===== src/hw/rtl/clr_pkg.sv =====
// Shared constants and code types for the clipped line rasterizer.
// Used by clr_front, clr_queue, clr_back and clipped_line_rasterizer.
`default_nettype none

package clr_pkg;

  localparam int COORD_BITS_DEF = 12;  // default coordinate width
  localparam int CLIP_MIN_BITS  = 12;  // clip registers hold at least this many bits
  localparam int DIM_BITS       = 12;  // written width of image_width / image_height
  localparam int DIM_REG_BITS   = 13;  // stored width, holds the reset size of 2048
  localparam int ADDR_BITS      = 22;
  localparam int COLOR_BITS     = 32;
  localparam int CFG_DATA_BITS  = 32;
  localparam int CFG_INDEX_BITS = 3;
  localparam int QUEUE_DEPTH    = 4;   // power of two

  localparam int CLIP_X_MIN_RST = 0;
  localparam int CLIP_X_MAX_RST = 2047;
  localparam int CLIP_Y_MIN_RST = 0;
  localparam int CLIP_Y_MAX_RST = 2047;
  localparam int IMAGE_DIM_RST  = 2048;

  typedef enum logic {
    MODE_LOAD = 1'b0,
    MODE_TICK = 1'b1
  } mode_e;

  typedef enum logic [CFG_INDEX_BITS-1:0] {
    REG_CLIP_X_MIN  = 3'd0,
    REG_CLIP_X_MAX  = 3'd1,
    REG_CLIP_Y_MIN  = 3'd2,
    REG_CLIP_Y_MAX  = 3'd3,
    REG_IMAGE_WIDTH = 3'd4,
    REG_IMAGE_HEIGHT = 3'd5,
    REG_INK_COLOR   = 3'd6
  } cfg_reg_e;

endpackage

`default_nettype wire


===== src/hw/rtl/clr_front.sv =====
// Front end: input register that classifies each beat and precomputes
// line setup (absolute deltas, step directions). Depends on clr_pkg.
`default_nettype none

module clr_front #(
  parameter int COORD_BITS = clr_pkg::COORD_BITS_DEF,
  parameter int ENTRY_BITS = 6 * COORD_BITS + 3
) (
  input  wire logic                         clk_i,
  input  wire logic                         rst_ni,
  input  wire logic                         in_valid_i,
  output      logic                         in_stall_o,
  input  wire logic                         mode_i,
  input  wire logic signed [COORD_BITS-1:0] start_x_i,
  input  wire logic signed [COORD_BITS-1:0] start_y_i,
  input  wire logic signed [COORD_BITS-1:0] finish_x_i,
  input  wire logic signed [COORD_BITS-1:0] finish_y_i,
  output      logic                         q_valid_o,
  input  wire logic                         q_stall_i,
  output      logic [ENTRY_BITS-1:0]        q_entry_o
);
  import clr_pkg::*;

  localparam int C = COORD_BITS;

  typedef struct packed {
    logic                is_load;
    logic signed [C-1:0] x0;
    logic signed [C-1:0] y0;
    logic signed [C-1:0] x1;
    logic signed [C-1:0] y1;
    logic [C-1:0]        dx;
    logic [C-1:0]        dy;
    logic                sx_neg;
    logic                sy_neg;
  } entry_t;

  logic                valid_q;
  entry_t              entry_q, entry_d;
  logic signed [C:0]   diff_x, diff_y;
  logic                x_lt, y_lt;
  logic                accept;

  assign in_stall_o = valid_q && q_stall_i;
  assign accept     = in_valid_i && !in_stall_o;

  always_comb begin
    diff_x = {finish_x_i[C-1], finish_x_i} - {start_x_i[C-1], start_x_i};
    diff_y = {finish_y_i[C-1], finish_y_i} - {start_y_i[C-1], start_y_i};
    x_lt   = start_x_i < finish_x_i;
    y_lt   = start_y_i < finish_y_i;
    entry_d.is_load = (mode_e'(mode_i) == MODE_LOAD);
    entry_d.x0      = start_x_i;
    entry_d.y0      = start_y_i;
    entry_d.x1      = finish_x_i;
    entry_d.y1      = finish_y_i;
    entry_d.dx      = x_lt ? C'(diff_x) : C'(-diff_x);
    entry_d.dy      = y_lt ? C'(diff_y) : C'(-diff_y);
    entry_d.sx_neg  = !x_lt;
    entry_d.sy_neg  = !y_lt;
  end

  always_ff @(posedge clk_i or negedge rst_ni) begin
    if (!rst_ni) begin
      valid_q <= 1'b0;
    end else if (!in_stall_o) begin
      valid_q <= in_valid_i;
    end
  end

  always_ff @(posedge clk_i) begin
    if (accept) begin
      entry_q <= entry_d;
    end
  end

  assign q_valid_o = valid_q;
  assign q_entry_o = ENTRY_BITS'(entry_q);

endmodule

`default_nettype wire


===== src/hw/rtl/clr_queue.sv =====
// Short command queue between front and back end, valid/stall on both sides.
// Depends on clr_pkg for the default depth.
`default_nettype none

module clr_queue #(
  parameter int DATA_BITS = 8,
  parameter int DEPTH     = clr_pkg::QUEUE_DEPTH
) (
  input  wire logic                 clk_i,
  input  wire logic                 rst_ni,
  input  wire logic                 wr_valid_i,
  output      logic                 wr_stall_o,
  input  wire logic [DATA_BITS-1:0] wr_data_i,
  output      logic                 rd_valid_o,
  input  wire logic                 rd_stall_i,
  output      logic [DATA_BITS-1:0] rd_data_o
);
  import clr_pkg::*;

  localparam int PTR_BITS = $clog2(DEPTH);
  localparam int CNT_BITS = $clog2(DEPTH + 1);

  logic [DATA_BITS-1:0] mem_q [DEPTH];
  logic [PTR_BITS-1:0]  wr_ptr_q, rd_ptr_q;
  logic [CNT_BITS-1:0]  count_q, count_d;
  logic                 push, pop;

  assign wr_stall_o = (count_q == CNT_BITS'(DEPTH));
  assign rd_valid_o = (count_q != '0);
  assign push       = wr_valid_i && !wr_stall_o;
  assign pop        = rd_valid_o && !rd_stall_i;
  assign rd_data_o  = mem_q[rd_ptr_q];

  always_comb begin
    count_d = count_q;
    if (push && !pop) begin
      count_d = count_q + 1'b1;
    end else if (pop && !push) begin
      count_d = count_q - 1'b1;
    end
  end

  always_ff @(posedge clk_i or negedge rst_ni) begin
    if (!rst_ni) begin
      wr_ptr_q <= '0;
      rd_ptr_q <= '0;
      count_q  <= '0;
    end else begin
      count_q <= count_d;
      if (push) begin
        wr_ptr_q <= wr_ptr_q + 1'b1;
      end
      if (pop) begin
        rd_ptr_q <= rd_ptr_q + 1'b1;
      end
    end
  end

  always_ff @(posedge clk_i) begin
    if (push) begin
      mem_q[wr_ptr_q] <= wr_data_i;
    end
  end

  a_count_bound: assert property (@(posedge clk_i) disable iff (!rst_ni)
    count_q <= CNT_BITS'(DEPTH))
    else $error("queue count past depth");

  a_count_push: assert property (@(posedge clk_i) disable iff (!rst_ni)
    (push && !pop) |=> (count_q == $past(count_q) + 1'b1))
    else $error("queue count missed a push");

  a_count_pop: assert property (@(posedge clk_i) disable iff (!rst_ni)
    (pop && !push) |=> (count_q == $past(count_q) - 1'b1))
    else $error("queue count missed a pop");

endmodule

`default_nettype wire


===== src/hw/rtl/clr_back.sv =====
// Back end: Bresenham stepper, clip/bounds test, address multiply and the
// output register, plus the configuration registers. Depends on clr_pkg.
`default_nettype none

module clr_back #(
  parameter int COORD_BITS = clr_pkg::COORD_BITS_DEF,
  parameter int ENTRY_BITS = 6 * COORD_BITS + 3
) (
  input  wire logic                                 clk_i,
  input  wire logic                                 rst_ni,
  input  wire logic                                 cfg_we_i,
  input  wire logic [clr_pkg::CFG_INDEX_BITS-1:0]   cfg_index_i,
  input  wire logic [clr_pkg::CFG_DATA_BITS-1:0]    cfg_data_i,
  input  wire logic                                 q_valid_i,
  output      logic                                 q_stall_o,
  input  wire logic [ENTRY_BITS-1:0]                q_entry_i,
  output      logic                                 out_valid_o,
  input  wire logic                                 out_stall_i,
  output      logic signed [COORD_BITS-1:0]         pixel_x_o,
  output      logic signed [COORD_BITS-1:0]         pixel_y_o,
  output      logic [clr_pkg::ADDR_BITS-1:0]        pixel_address_o,
  output      logic                                 write_enable_o,
  output      logic [clr_pkg::COLOR_BITS-1:0]       color_o,
  output      logic                                 last_o
);
  import clr_pkg::*;

  localparam int C         = COORD_BITS;
  localparam int E         = COORD_BITS + 2;
  localparam int CLIP_BITS = (C > CLIP_MIN_BITS) ? C : CLIP_MIN_BITS;
  localparam int CMP_BITS  = ((C > DIM_REG_BITS) ? C : DIM_REG_BITS) + 1;
  localparam int PROD_BITS = C + DIM_REG_BITS;

  typedef struct packed {
    logic                is_load;
    logic signed [C-1:0] x0;
    logic signed [C-1:0] y0;
    logic signed [C-1:0] x1;
    logic signed [C-1:0] y1;
    logic [C-1:0]        dx;
    logic [C-1:0]        dy;
    logic                sx_neg;
    logic                sy_neg;
  } entry_t;

  // configuration
  logic signed [CLIP_BITS-1:0] clip_x_min_q, clip_x_max_q, clip_y_min_q, clip_y_max_q;
  logic [DIM_REG_BITS-1:0]     width_q, height_q;
  logic [COLOR_BITS-1:0]       ink_q;
  logic signed [CLIP_BITS-1:0] cfg_coord;

  assign cfg_coord = CLIP_BITS'($signed(cfg_data_i[C-1:0]));

  always_ff @(posedge clk_i or negedge rst_ni) begin
    if (!rst_ni) begin
      clip_x_min_q <= CLIP_BITS'(CLIP_X_MIN_RST);
      clip_x_max_q <= CLIP_BITS'(CLIP_X_MAX_RST);
      clip_y_min_q <= CLIP_BITS'(CLIP_Y_MIN_RST);
      clip_y_max_q <= CLIP_BITS'(CLIP_Y_MAX_RST);
      width_q      <= DIM_REG_BITS'(IMAGE_DIM_RST);
      height_q     <= DIM_REG_BITS'(IMAGE_DIM_RST);
      ink_q        <= '0;
    end else if (cfg_we_i) begin
      unique case (cfg_reg_e'(cfg_index_i))
        REG_CLIP_X_MIN:   clip_x_min_q <= cfg_coord;
        REG_CLIP_X_MAX:   clip_x_max_q <= cfg_coord;
        REG_CLIP_Y_MIN:   clip_y_min_q <= cfg_coord;
        REG_CLIP_Y_MAX:   clip_y_max_q <= cfg_coord;
        REG_IMAGE_WIDTH:  width_q  <= {1'b0, cfg_data_i[DIM_BITS-1:0]};
        REG_IMAGE_HEIGHT: height_q <= {1'b0, cfg_data_i[DIM_BITS-1:0]};
        REG_INK_COLOR:    ink_q    <= cfg_data_i[COLOR_BITS-1:0];
        default: ;
      endcase
    end
  end

  // pipeline enables, from the output back
  logic out_en, s2_en, s1_en, take;
  logic s1_valid_q, s2_valid_q, out_valid_q;

  assign out_en    = !out_valid_q || !out_stall_i;
  assign s2_en     = !s2_valid_q || out_en;
  assign s1_en     = !s1_valid_q || s2_en;
  assign q_stall_o = !s1_en;
  assign take      = q_valid_i && s1_en;

  // line state
  entry_t              entry;
  logic signed [C-1:0] cur_x_q, cur_y_q, end_x_q, end_y_q;
  logic [C-1:0]        dx_q, dy_q;
  logic                sx_neg_q, sy_neg_q, active_q;
  logic signed [E-1:0] err_q;
  logic signed [E:0]   e2, dx_w, dy_w;
  logic signed [E-1:0] dx_e, dy_e;
  logic                go_x, go_y, is_last, emit;
  logic signed [C-1:0] step_x, step_y;

  assign entry   = entry_t'(q_entry_i);
  assign is_last = (cur_x_q == end_x_q) && (cur_y_q == end_y_q);
  assign emit    = take && !entry.is_load && active_q;

  always_comb begin
    e2     = {err_q, 1'b0};
    dx_w   = $signed({3'b000, dx_q});
    dy_w   = $signed({3'b000, dy_q});
    dx_e   = $signed({2'b00, dx_q});
    dy_e   = $signed({2'b00, dy_q});
    go_x   = e2 > -dy_w;
    go_y   = e2 < dx_w;
    step_x = sx_neg_q ? '1 : C'(1);
    step_y = sy_neg_q ? '1 : C'(1);
  end

  always_ff @(posedge clk_i or negedge rst_ni) begin
    if (!rst_ni) begin
      cur_x_q  <= '0;
      cur_y_q  <= '0;
      end_x_q  <= '0;
      end_y_q  <= '0;
      dx_q     <= '0;
      dy_q     <= '0;
      sx_neg_q <= 1'b0;
      sy_neg_q <= 1'b0;
      err_q    <= '0;
      active_q <= 1'b0;
    end else if (take && entry.is_load) begin
      cur_x_q  <= entry.x0;
      cur_y_q  <= entry.y0;
      end_x_q  <= entry.x1;
      end_y_q  <= entry.y1;
      dx_q     <= entry.dx;
      dy_q     <= entry.dy;
      sx_neg_q <= entry.sx_neg;
      sy_neg_q <= entry.sy_neg;
      err_q    <= $signed({2'b00, entry.dx}) - $signed({2'b00, entry.dy});
      active_q <= 1'b1;
    end else if (emit) begin
      if (is_last) begin
        active_q <= 1'b0;
      end else begin
        err_q   <= err_q - (go_x ? dy_e : '0) + (go_y ? dx_e : '0);
        cur_x_q <= go_x ? cur_x_q + step_x : cur_x_q;
        cur_y_q <= go_y ? cur_y_q + step_y : cur_y_q;
      end
    end
  end

  // stage 1: pixel picked off the stepper
  logic signed [C-1:0] s1_x_q, s1_y_q;
  logic                s1_last_q;

  // stage 2: clip test and row product
  logic signed [C-1:0]     s2_x_q, s2_y_q;
  logic                    s2_last_q, s2_inside_q, in_box;
  logic [ADDR_BITS-1:0]    s2_prod_q;
  logic [PROD_BITS-1:0]    prod;
  logic signed [CMP_BITS-1:0] xc, yc, wc, hc;

  always_comb begin
    xc = CMP_BITS'(s1_x_q);
    yc = CMP_BITS'(s1_y_q);
    wc = $signed({{(CMP_BITS - DIM_REG_BITS){1'b0}}, width_q});
    hc = $signed({{(CMP_BITS - DIM_REG_BITS){1'b0}}, height_q});
    in_box = (xc >= CMP_BITS'(clip_x_min_q)) && (xc <= CMP_BITS'(clip_x_max_q)) &&
             (yc >= CMP_BITS'(clip_y_min_q)) && (yc <= CMP_BITS'(clip_y_max_q)) &&
             (xc >= CMP_BITS'(0)) && (yc >= CMP_BITS'(0)) && (xc < wc) && (yc < hc);
    prod   = PROD_BITS'($unsigned(s1_y_q)) * PROD_BITS'(width_q);
  end

  // output register
  logic signed [C-1:0]  px_q, py_q;
  logic [ADDR_BITS-1:0] addr_q;
  logic                 we_q, last_q;

  always_ff @(posedge clk_i or negedge rst_ni) begin
    if (!rst_ni) begin
      s1_valid_q  <= 1'b0;
      s2_valid_q  <= 1'b0;
      out_valid_q <= 1'b0;
    end else begin
      if (s1_en) begin
        s1_valid_q <= emit;
      end
      if (s2_en) begin
        s2_valid_q <= s1_valid_q;
      end
      if (out_en) begin
        out_valid_q <= s2_valid_q;
      end
    end
  end

  always_ff @(posedge clk_i) begin
    if (emit) begin
      s1_x_q    <= cur_x_q;
      s1_y_q    <= cur_y_q;
      s1_last_q <= is_last;
    end
    if (s2_en && s1_valid_q) begin
      s2_x_q      <= s1_x_q;
      s2_y_q      <= s1_y_q;
      s2_last_q   <= s1_last_q;
      s2_inside_q <= in_box;
      s2_prod_q   <= ADDR_BITS'(prod);
    end
    if (out_en && s2_valid_q) begin
      px_q   <= s2_x_q;
      py_q   <= s2_y_q;
      last_q <= s2_last_q;
      we_q   <= s2_inside_q;
      addr_q <= s2_inside_q ? s2_prod_q + ADDR_BITS'($unsigned(s2_x_q)) : '0;
    end
  end

  assign out_valid_o     = out_valid_q;
  assign pixel_x_o       = px_q;
  assign pixel_y_o       = py_q;
  assign pixel_address_o = addr_q;
  assign write_enable_o  = we_q;
  assign last_o          = last_q;
  assign color_o         = ink_q;

  a_last_idles: assert property (@(posedge clk_i) disable iff (!rst_ni)
    (emit && is_last) |=> !active_q)
    else $error("engine still active after the end pixel");

  a_clipped_addr: assert property (@(posedge clk_i) disable iff (!rst_ni)
    (out_valid_q && !we_q) |-> (addr_q == '0))
    else $error("clipped pixel carries a nonzero address");

  a_out_hold: assert property (@(posedge clk_i) disable iff (!rst_ni)
    (out_valid_q && out_stall_i) |=>
      (out_valid_q && $stable(px_q) && $stable(py_q) && $stable(addr_q)))
    else $error("stalled pixel beat changed");

endmodule

`default_nettype wire


===== src/hw/rtl/clipped_line_rasterizer.sv =====
// Top level of the clipped line rasterizer: front end, command queue and back end.
// Depends on clr_pkg, clr_front, clr_queue and clr_back.
//
// Bresenham line engine with a clip box. A load beat (mode 0) latches both end
// points and gives no pixel; each tick beat (mode 1) then gives one pixel: its x
// and y, the linear address y*image_width+x and a write enable that is set only
// inside the inclusive clip box and inside the image (address is 0 otherwise).
// The end point carries last and the engine then idles; a tick while idle gives
// nothing, and a new load restarts the engine at once. Throughput is one beat
// per clock on both sides when nothing stalls: the stepper advances one pixel
// per cycle, its update being an error add/subtract and two compares. A tick
// passes the input register, queue, stepper stage, clip/multiply stage and
// output register. A four-entry queue lets the input side keep accepting while
// the pixel side is stalled. Clip, image size and ink color are read live;
// write them only with no beat in flight. color_o follows ink_color directly.
`default_nettype none

module clipped_line_rasterizer #(
  parameter int COORD_BITS = clr_pkg::COORD_BITS_DEF
) (
  input  wire logic                                clk_i,
  input  wire logic                                rst_ni,
  // configuration writes
  input  wire logic                                cfg_we_i,
  input  wire logic [clr_pkg::CFG_INDEX_BITS-1:0]  cfg_index_i,
  input  wire logic [clr_pkg::CFG_DATA_BITS-1:0]   cfg_data_i,
  // command beats
  input  wire logic                                in_valid_i,
  output      logic                                in_stall_o,
  input  wire logic                                mode_i,
  input  wire logic signed [COORD_BITS-1:0]        start_x_i,
  input  wire logic signed [COORD_BITS-1:0]        start_y_i,
  input  wire logic signed [COORD_BITS-1:0]        finish_x_i,
  input  wire logic signed [COORD_BITS-1:0]        finish_y_i,
  // pixel beats
  output      logic                                out_valid_o,
  input  wire logic                                out_stall_i,
  output      logic signed [COORD_BITS-1:0]        pixel_x_o,
  output      logic signed [COORD_BITS-1:0]        pixel_y_o,
  output      logic [clr_pkg::ADDR_BITS-1:0]       pixel_address_o,
  output      logic                                write_enable_o,
  output      logic [clr_pkg::COLOR_BITS-1:0]      color_o,
  output      logic                                last_o
);
  import clr_pkg::*;

  // queue entry: load flag, four end point coordinates, two deltas, two step signs
  localparam int ENTRY_BITS = 6 * COORD_BITS + 3;

  logic                  fq_valid, fq_stall;
  logic [ENTRY_BITS-1:0] fq_entry;
  logic                  qb_valid, qb_stall;
  logic [ENTRY_BITS-1:0] qb_entry;

  // classify and set up each command beat
  clr_front #(
    .COORD_BITS (COORD_BITS),
    .ENTRY_BITS (ENTRY_BITS)
  ) u_front (
    .clk_i      (clk_i),
    .rst_ni     (rst_ni),
    .in_valid_i (in_valid_i),
    .in_stall_o (in_stall_o),
    .mode_i     (mode_i),
    .start_x_i  (start_x_i),
    .start_y_i  (start_y_i),
    .finish_x_i (finish_x_i),
    .finish_y_i (finish_y_i),
    .q_valid_o  (fq_valid),
    .q_stall_i  (fq_stall),
    .q_entry_o  (fq_entry)
  );

  // decouple the command side from the pixel side
  clr_queue #(
    .DATA_BITS (ENTRY_BITS),
    .DEPTH     (QUEUE_DEPTH)
  ) u_queue (
    .clk_i      (clk_i),
    .rst_ni     (rst_ni),
    .wr_valid_i (fq_valid),
    .wr_stall_o (fq_stall),
    .wr_data_i  (fq_entry),
    .rd_valid_o (qb_valid),
    .rd_stall_i (qb_stall),
    .rd_data_o  (qb_entry)
  );

  // step the line and produce pixels
  clr_back #(
    .COORD_BITS (COORD_BITS),
    .ENTRY_BITS (ENTRY_BITS)
  ) u_back (
    .clk_i           (clk_i),
    .rst_ni          (rst_ni),
    .cfg_we_i        (cfg_we_i),
    .cfg_index_i     (cfg_index_i),
    .cfg_data_i      (cfg_data_i),
    .q_valid_i       (qb_valid),
    .q_stall_o       (qb_stall),
    .q_entry_i       (qb_entry),
    .out_valid_o     (out_valid_o),
    .out_stall_i     (out_stall_i),
    .pixel_x_o       (pixel_x_o),
    .pixel_y_o       (pixel_y_o),
    .pixel_address_o (pixel_address_o),
    .write_enable_o  (write_enable_o),
    .color_o         (color_o),
    .last_o          (last_o)
  );

endmodule

`default_nettype wire

===== config.mk =====
export PLATFORM = sky130hd
export DESIGN_NAME = clipped_line_rasterizer
export DESIGN_NICKNAME = d
export VERILOG_FILES = /design/src/hw/rtl/clr_pkg.sv /design/src/hw/rtl/clr_front.sv /design/src/hw/rtl/clr_queue.sv /design/src/hw/rtl/clr_back.sv /design/src/hw/rtl/clipped_line_rasterizer.sv
export SDC_FILE = /design/constraint.sdc
export NUM_CORES = 1
export LEC_CHECK = 0
export BUFFER_PORTS_ARGS = -buffer_cell sky130_fd_sc_hd__buf_2
export CAP_MARGIN = 15
export CORE_MARGIN = 2
export CORE_UTILIZATION = 25
export CTS_BUF_LIST = sky130_fd_sc_hd__clkbuf_8
export DETAILED_ROUTE_END_ITERATION = 10
export PLACE_DENSITY = 0.42
export SLEW_MARGIN = 10
export SYNTH_ARGS = -nofsm -noshare
export SYNTH_HDL_FRONTEND = slang
export SYNTH_SLANG_ARGS = --single-unit

===== constraint.sdc =====
create_clock -name clk_i -period 7.2 [get_ports clk_i]
set_input_delay 1.08 -clock clk_i [delete_from_list [all_inputs] [get_ports clk_i]]
set_output_delay 1.08 -clock clk_i [all_outputs]
set_load 0.01 [all_outputs]

---- After elaboration in Yosys (flattened, before gate mapping) ----
Memories as Yosys holds them, arrays and structs flattened.
Cells that the tools add are included.
word-level totals
  RAM bits ................................ 300
  bits in registers ....................... 400
  input port bits ......................... 89
  memories kept ........................... 1
  output and inout port bits .............. 82
operators by class
  $mul .................................... 1
  magnitude comparators ................... 12
  reduce and logical (&&, ||, !) cells .... 51
  bitwise operators ....................... 1
  eq/ne operators ......................... 10
  multiplexer cells ....................... 24
  add/sub/neg operators ................... 15
memory list
  memory         words  bits a word  rd ports  clocked after Yosys merged registers in  wr ports  line             RTL
  u_queue.mem_q  4      75           1         0                                        1         clr_queue.sv:23  logic [DATA_BITS-1:0] mem_q [DEPTH];
operators by type and width
  operator             count
  $mux 12              14
  $mux 14              3
  $lt 12x13->1         2
  $add 12x12->12       2
  $eq 12x12->1         2
  $ge 12x1->1 const B  2
  $ge 12x12->1         2
  $le 12x12->1         2
  $lt 12x12->1         2
  $neg 12->12          2
  $sub 12x12->12       2
  $add 22x12->22       1
  $mul 12x12->22       1
  $logic_and 1x1->1    19
  $reduce_and 2->1     9
  $gt 15x15->1         1
  $lt 15x13->1         1
  $neg 12->15          1
  $add 14x14->14       1
  $sub 14x14->14       1
  $sub 12x12->13       1
  $eq 3x3->1 const B   4
  $logic_not 1->1      11
  $reduce_bool 2->1    5
  other kinds (13)     23

---- Logic depth before layout (Yosys ltp) ----
  depth in word-level cells ............... 9
  gate-level depth with buffers ........... 25
  gate-level depth less buffers ........... 25

---- Modules after synthesis ----
From an unflattened synthesis, not the netlist that was laid out.
unflattened totals
  cells, all modules ...................... 2937
  area, all modules ....................... 37028.0 um^2
modules (own cells, without submodules)
  module     area an instance (um^2)  cells an instance  times used  seq. area each (um^2)
  clr_back   21638.3                  2163               1           8568.2
  clr_queue  11274.6                  428                1           9183.8
  clr_front  4115.2                   346                1           2277.2

---- Worst setup path after synthesis ----
Ideal clock, no wire load.
  kind .................................... register to register
  from .................................... register u_back.s1_y_q[1]
  to ...................................... register u_back.s2_prod_q[21], data pin
  stages on the path, launching flop included .. 19
  setup slack ............................. 1.993 ns
  library setup time ...................... 0.260 ns
  period minus slack after synthesis ...... 5.207 ns
  arrival time ............................ 4.947 ns
  path through ............................ edfxtp_1 -> clkbuf_1 -> nand2_1 -> fa_1 -> inv_1 -> ha_1 -> fa_1 -> inv_1 -> fa_1 -> fa_1 -> inv_1 -> ha_1 -> o21a_1 -> a2111oi_0 -> o311a_1 -> o21a_1 -> o31ai_1 -> a21oi_1 -> xnor2_1
on the way
  cells in the longest elaborated chain, start to end .. 1
ends and longest elaborated chain
  what                      line             RTL
  start: declaration        clr_back.sv:149  logic signed [C-1:0] s1_x_q, s1_y_q;
  start signal: assignment  clr_back.sv:196  s1_y_q <= cur_y_q;
  $mul 12x12->22            clr_back.sv:167  prod = PROD_BITS'($unsigned(s1_y_q)) * PROD_BITS'(width_q);
  via u_back.prod[21]       clr_back.sv:156  logic [PROD_BITS-1:0] prod;
  end signal: assignment    clr_back.sv:204  s2_prod_q <= ADDR_BITS'(prod);
  end: declaration          clr_back.sv:155  logic [ADDR_BITS-1:0] s2_prod_q;
The timed path passes the listed nets, and every way through them passes these cells.
A chain may end at the register's enable or synchronous reset.

---- Worst setup path in the final report ----
  from .................................... register u_back.s1_y_q[3]
  to ...................................... register u_back.s2_prod_q[21], data pin
Same word-level chain as after synthesis.

==> metrics.md <==
| Metric | Value |
|---|---|
| Clock tree from TritonCTS | `done` |
| Register area share after synthesis | `54.3%` |
| Sum of negative setup slack | `0 ps` |
| Area fraction of the dominant cell type after synthesis | `40.4%` |
| Top post-synthesis cells by count | `496 x sky130_fd_sc_hd__edfxtp_1, 352 x sky130_fd_sc_hd__nand2_1, 329 x sky130_fd_sc_hd__inv_1` |
| Worst clock skew on the final layout | `47.2 ps` |
| Post-Synthesis Cell Area | `36900 sq um` |
| CTS max path bufs | `3` |
| Max-slew headroom | `34.2%` |
| Total Routing Usage GR | `12.8%` |
| Maximum number of pins on one net before global-route repair | `147` |
| WP data arrival | `6140 ps` |
| IO Count | `171` |
| Transition time of the tightest slew-check pin | `981 ps` |
| Effective utilization at floorplan | `25.2%` |
| Final count of pins violating max slew | `0` |
| Number of enable flip-flop cells after synthesis | `496` |
| First drt pass iteration count | `4` |
| Post-cts repair resize count | `0` |
| Via count of the first global-routing pass | `23700` |
| Most area-consuming cells after synthesis | `sky130_fd_sc_hd__edfxtp_1 40%, sky130_fd_sc_hd__dfrtp_1 12%, sky130_fd_sc_hd__ha_1 8.0%` |
| Kind of end point of the critical path | `flop` |
| Shortest clock period the worst path allows after layout | `5600 ps` |
| Area growth from synthesis to layout | `15.5%` |
| Avg Cell Area, Syn | `12.6 sq um` |
| Number of nets still failing antenna checks after routing | `0` |
| Final weighted congestion in routability-driven placement | `0.759` |
| Final net count | `3614` |
| Sink Count | `700` |
| Most frequent cell after synthesis | `sky130_fd_sc_hd__edfxtp_1` |
| Synth Instances | `2932` |
| Highest clock rate | `179 MHz` |
| Number of vias per cell after detailed routing | `4.35` |
| Req. time, crit path | `7740 ps` |
| Fraction of final layout cells with drive strength greater than 1 | `17.4%` |
| Die Width | `388 microns` |
| Run status | `finished clean` |
| Global-route wire length before repair | `147000 microns` |
| Count of final hold-check violations | `0` |
| Element type at the critical path start | `flop` |
| Post-DR wirelength/cell | `18.5 microns` |
| Cell accounting for the most synthesized area | `sky130_fd_sc_hd__edfxtp_1` |
| Count of input and output buffers | `170` |
| Final worst path period share | `77.8%` |
| Warnings, synthesis | `0` |
| Share of flip-flops with an asynchronous set or reset | `29.1%` |
| Postcts setup bufs | `0` |
| DR iter-0 viols | `992` |
| Overflow left after global routing | `0` |
| Post-synth top flop | `sky130_fd_sc_hd__edfxtp_1` |
| Clock buffers created by TritonCTS | `133` |
| Unrepaired setup endpoints after global routing | `false` |
| Post-synthesis cell type count | `84` |
| Final HPWL from detailed placement | `68100 microns` |
| Worst-path clk slew | `60 ps` |
| Max-cap violations | `0` |
| Routed wire length | `95800 microns` |
| Number of hold buffers added after cts | `0` |
| Std-Cell Rows | `140` |
| Area of the die | `151000 sq um` |
| Synthesized Nets | `3376` |
| Placeable core area | `146000 sq um` |
| Top fanout value on the critical path | `16` |
| Number of antenna violations at the first check in global routing | `3` |
| Number of flip-flops and latches in the synthesized netlist | `700` |
| Vertical die dimension | `388 microns` |
| Post-route DRC violation count | `0` |
| Skew-Pair Late Insertion Delay | `850 ps` |
| DR vias | `22600` |
| Final setup violation count | `0` |
| Critical path start-end classification | `flop to flop` |
| Clock root buffer | `sky130_fd_sc_hd__clkbuf_8` |
| # H-tree levels | `4` |
| Class of the worst hold path | `primary input to async pin` |
==> critical path, stage by stage, from the launching register on <==
cell and delay (ps):
sky130_fd_sc_hd__edfxtp_1 790, sky130_fd_sc_hd__nand2_1 180, sky130_fd_sc_hd__fa_1 570, sky130_fd_sc_hd__inv_1 50
sky130_fd_sc_hd__fa_1 470, sky130_fd_sc_hd__inv_1 50, sky130_fd_sc_hd__fa_1 450, sky130_fd_sc_hd__fa_1 490
sky130_fd_sc_hd__inv_1 50, sky130_fd_sc_hd__fa_1 430, sky130_fd_sc_hd__ha_1 360, sky130_fd_sc_hd__a21o_1 180
sky130_fd_sc_hd__a21o_1 180, sky130_fd_sc_hd__a21oi_1 280, sky130_fd_sc_hd__o311a_1 260, sky130_fd_sc_hd__o21a_1 160
sky130_fd_sc_hd__o31ai_1 80, sky130_fd_sc_hd__a21oi_1 170, sky130_fd_sc_hd__xnor2_1 100
==> cell usage in the layout (no fill, tap or decap), types with 25 or more instances in the layout <==
cell type	count
sky130_fd_sc_hd__a21o_1	40
sky130_fd_sc_hd__a21oi_1	108
sky130_fd_sc_hd__and2_1	47
sky130_fd_sc_hd__buf_2	169
sky130_fd_sc_hd__clkbuf_8	138
sky130_fd_sc_hd__dfrtp_1	178
sky130_fd_sc_hd__edfxtp_1	496
sky130_fd_sc_hd__fa_1	118
sky130_fd_sc_hd__ha_1	237
sky130_fd_sc_hd__inv_1	377
sky130_fd_sc_hd__mux2_2	65
sky130_fd_sc_hd__mux4_2	75
sky130_fd_sc_hd__nand2_1	351
sky130_fd_sc_hd__nand3_1	30
sky130_fd_sc_hd__nand4_1	25
sky130_fd_sc_hd__nor2_1	84
sky130_fd_sc_hd__nor2b_1	26
sky130_fd_sc_hd__nor3_1	51
sky130_fd_sc_hd__o21ai_0	120
sky130_fd_sc_hd__o21ai_1	38
sky130_fd_sc_hd__xnor2_1	95
sky130_fd_sc_hd__xor2_1	39
==> final timing paths <==
| path | start | to | slack (ps) | cells past startpoint |
|---|---|---|---|---|
| worst max-delay path | u_back.s1_y_q[3] | u_back.s2_prod_q[21] | 1600 | 18 |
| worst min-delay path | rst_ni | u_back.err_q[2] | 140 | 1 |
| worst max register to register | u_back.s1_y_q[3] | u_back.s2_prod_q[21] | 1600 | 18 |
| worst min register to register | u_back.s1_last_q | u_back.s2_last_q | 420 | 0 |
| max in group asynchronous | rst_ni | u_back.height_q[1] | 5730 | 2 |
| min in group clk_i | u_back.s1_last_q | u_back.s2_last_q | 420 | 0 |
==> area by class of cell <==
| class | count | area (sq um) |
|---|---|---|
| sequential | 700 | 20000 |
| inverter | 332 | 1250 |
| clock inverter | 99 | 678 |
| clock buffer | 138 | 1900 |
| antenna | 2 | 5.00 |
| multi-input combinational | 1810 | 15300 |
| tap | 1917 | 2400 |
| fill | 15100 | 103000 |
| timing repair buffer | 193 | 1050 |
==> kinds of logic after synthesis <==
group | Yosys count | share of synthesized area (%)
flops | 700 | 54.3
xor+xnor | 134 | 3.18
mux | 160 | 7.11
compound gates | 440 | 7.40
simple gates | 721 | 9.17
buf+inv | 422 | 4.39
fa+ha+maj | 355 | 14.4
==> routing by layer <==
layer / part of all wire [%] / up-vias / routed length [microns] / GRT usage [%]
li1: - / 10900 / - / -
met4: 1.9 / 0 / 1820 / 3.66
met2: 47 / 358 / 44600 / 20.6
met5: 0 / - / 0 / 0
met1: 48 / 11200 / 45900 / 17.5
met3: 3.6 / 130 / 3450 / 2.53
==> metrics by stage <==
stage / worst slack [ps] / instance area, sq um / hold slack, ps / instances / util (%)
finish: 1600 / 42600 / 145 / 5191 / 29.2
global route: 1160 / 42600 / 117 / 5191 / 29.2
CTS: 1480 / 42600 / 60.7 / 5189 / 29.2
floorplan: 1990 / 36900 / 400 / 2932 / -
global placement: 1660 / 40000 / 407 / 4952 / 27.4
detailed placement: 1530 / 40000 / 405 / 4952 / 27.4
==> flip-flops by register name, indices dropped and copies added (netlist names), 14 cells and up <==
name,flops
u_back.err_q,14
u_front.q_entry_o,75
u_back.color_o,32
u_back.s2_prod_q,22
u_queue.mem_q,300
u_back.pixel_address_o,22
Power is not shown: default switching activity piles up to over one toggle a cycle in this logic, so the estimate is an artifact.
